### src/hw/rtl/sart_ram.sv
// Generic single write port, single read port RAM with registered read.
module sart_ram #(
    parameter int WIDTH = 8,
    parameter int DEPTH = 16,
    localparam int AW = (DEPTH > 1) ? $clog2(DEPTH) : 1
) (
    input  logic             clk,
    input  logic             we,
    input  logic [AW-1:0]    waddr,
    input  logic [WIDTH-1:0] wdata,
    input  logic             re,
    input  logic [AW-1:0]    raddr,
    output logic [WIDTH-1:0] rdata
);

    logic [WIDTH-1:0] mem [DEPTH];

    always_ff @(posedge clk)
    begin
        if (we)
        begin
            mem[waddr] <= wdata;
        end
        if (re)
        begin
            rdata <= mem[raddr];
        end
    end

endmodule

### config.mk
export PLATFORM = sky130hd
export DESIGN_NAME = sart_ram
export DESIGN_NICKNAME = d
export VERILOG_FILES = /design/src/hw/rtl/sart_ram.sv
export SDC_FILE = /design/constraint.sdc
export NUM_CORES = 1
export LEC_CHECK = 0
export BUFFER_PORTS_ARGS = -buffer_cell sky130_fd_sc_hd__buf_4
export CAP_MARGIN = 25
export CORE_MARGIN = 2
export CORE_UTILIZATION = 30
export CTS_CLUSTER_SIZE = 30
export DETAILED_ROUTE_END_ITERATION = 16
export PLACE_DENSITY = 0.43
export SYNTH_ARGS = -nofsm -noshare
export SYNTH_HDL_FRONTEND = slang
export SYNTH_SLANG_ARGS = --single-unit
### constraint.sdc
create_clock -name clk -period 2.35 [get_ports clk]
set_clock_uncertainty 0.05 [all_clocks]
set_input_delay 0.47 -clock clk [delete_from_list [all_inputs] [get_ports clk]]
set_output_delay 0.47 -clock clk [all_outputs]
set_load 0.01 [all_outputs]
==> metrics.yaml <==
clock_network:
  holdBufCountCts: 0
  numCtsBuffers: 17
  cts_setup_buffers: 0
  cts_resized: 0
  clk_latency_ps: 410
  cts_max_path_buffers: 2
  path_clk_slew_ps: 60
  cts_tree: "built"
  cts_root_buffer: "clkbuf_16"
  htree_levels: 4
  cts.sinks: 136
yosys:
  ys_top_cells_by_area: "edfxtp_1, mux4_2, mux4_1, a22oi_1, nor2_1"
  postSynthAreaPerCell_um2: 22.83
  yosys_warnings: 0
  synth.most_common_cell: "edfxtp_1"
  syn-instance-count: 229
  synth_seq_cells: 136
  synth_edf_count: 136
  synth_ff_type: "edfxtp_1"
  syn_area_um2: 5228
  yosys.area.top_type: "edfxtp_1"
  yosys.area.top_type_share: 0.7812
  ys_types: 18
  ys_seq_area_frac: 0.7812
  syn-num-nets: 248
  async_reset_ff_frac: 0
  yosys-top-cells-count: "edfxtp_1, mux4_2, a22oi_1"
routing:
  first_pass_iters: 7
  vias: 2515
  drt_iter0_markers: 188
  wire_per_inst_um: 21.44
  drtAntennaViolNets: 0
  avgViaCountPerCell: 4.719
  route.detailed.drc: 0
  routed_wl_mm: 11.43
grt:
  overflow: 0
  grt_pass1_wl_mm: 17.15
  grt_use_total: 0.1367
  antenna_found_initial: 0
  grt_max_degree: 17
  grt_pass1_vias: 2639
critical_path:
  required_ps: 2450
  reg2reg_from: "mem[3][7]$_DFFE_PP_"
  r2r_cells: 3
  critPathKind: "primary input to register"
  start_kind: "primary input"
  worst_r2r_endpoint: "rdata[7]$_DFFE_PP_"
  endpoint_kind: "register"
  arrival_ps: 1840
  crit_fanout: 15
  rrSetupSlack_ps: 630
run:
  drv_cap: 0
layout:
  n_antenna_cell: 0
  drive_above_1_share: 0.3312
  final_area_um2: 6421
  fin_cells: 533
  nets: 314
  fillers: 1649
  area_growth_pct: 22.83
  utilization: 0.3738
run_status:
  status: "finished clean"
timing:
  rsz0062_at_grt: "no"
  tightest_slew_ps: 477.6
  finalHoldViolCount: 0
  min_period_ps: 1737
  setup_viol: 0
  relSlewSlack: 0.6804
  finalMaxSlewViolations: 0
  totalNegativeSetupSlack_ps: 0
  max_freq_mhz: 575.8
  worst_slack_ps: 613.1
  period_share: 0.7391
  hold-worst-slack_ps: 326.9
floorplanning:
  io_pins: 27
  dieWidth_um: 136.0
  core_area_um2: 17180
  start_util: 0.3043
  die_height_um: 136.0
  rows: 48
  die_area_um2: 18500
placement:
  dpl.hpwl_mm: 7.778
  place_inst: 501
  post-place-ws_ps: 173.5
  portBuffers: 26
  routabilityCongestion: 0.7100
  placedInstanceArea_um2: 5876
worst_hold_path:
  min_path_type: "primary input to register"
  min_delay_path_depth: 1
  worstHoldEndpoint: "mem[10][4]$_DFFE_PP_"
  hp-start: "wdata[4]"
power_and_ir_drop:
  p_leak_nw: 2.174
  p_total_mw: 5.479
  peakVddDrop_v: 0.0004893
  power_density_nw_per_um2: 853.3
## metal layers
metal / track usage / part of all wire / up-vias
met4: 0.06076 / 0.014 / 0
met3: 0.03169 / 0.046 / 11
met1: 0.1867 / 0.47 / 1311
li1: - / - / 1113
met2: 0.2088 / 0.47 / 80
met5: 0 / 0 / -
## logic make-up after synthesis
logic type / Yosys count / synth area share
buffers and inverters: 10 / 0.01651
AO/OA/AOI/OAI: 16 / 0.02298
AND/OR/NAND/NOR: 35 / 0.03136
flip-flops: 136 / 0.7812
multiplexers: 32 / 0.1479
## worst max-delay path, cell delays in order
cell and delay [ps]:
buf_4 200, buf_12 200, mux4_1 570, a22oi_1 300
nand2_1 80
## state kept, by name (all words and copies together), names as in the netlist
| name | cells |
|---|---|
| mem | 128 |
| rdata | 8 |
## cell type report
cell class                 instances  area, um^2  area share
clock buffer                      20       436.7     0.06800
clock inverter                    12       108.9     0.01695
tap                              225       281.5     0.04384
timing repair buffer              57       452.9     0.07054
sequential                       136        4084      0.6360
multi-input combinational         83        1057      0.1647
## worst max-delay path by stage
stage	from	endpoint	slack, ps
final	raddr[0]	rdata[2]$_DFFE_PP_	610
after global routing	raddr[0]	rdata[2]$_DFFE_PP_	510
after CTS	raddr[0]	rdata[1]$_DFFE_PP_	610
after detailed placement	raddr[0]	rdata[1]$_DFFE_PP_	170
after global placement	raddr[0]	rdata[1]$_DFFE_PP_	150
after floorplan	waddr[2]	mem[0][0]$_DFFE_PP_	340
## where the power goes
group          total [mW]  internal, mW  switching (mW)
clock                2.45          1.53           0.911
sequential           2.75          2.73          0.0160
combinational       0.283         0.129           0.154
## layout by cell type, fill, tap and decap left out, types with 4 or more instances in the layout
cell / count
a22oi_1: 16
buf_4: 55
clkbuf_16: 17
clkinv_2: 6
edfxtp_1: 136
mux4_1: 14
mux4_2: 18
nand2_1: 9
nor2_1: 13
nor3_1: 4
No activity file was read; power rests on OpenSTA's default activity.
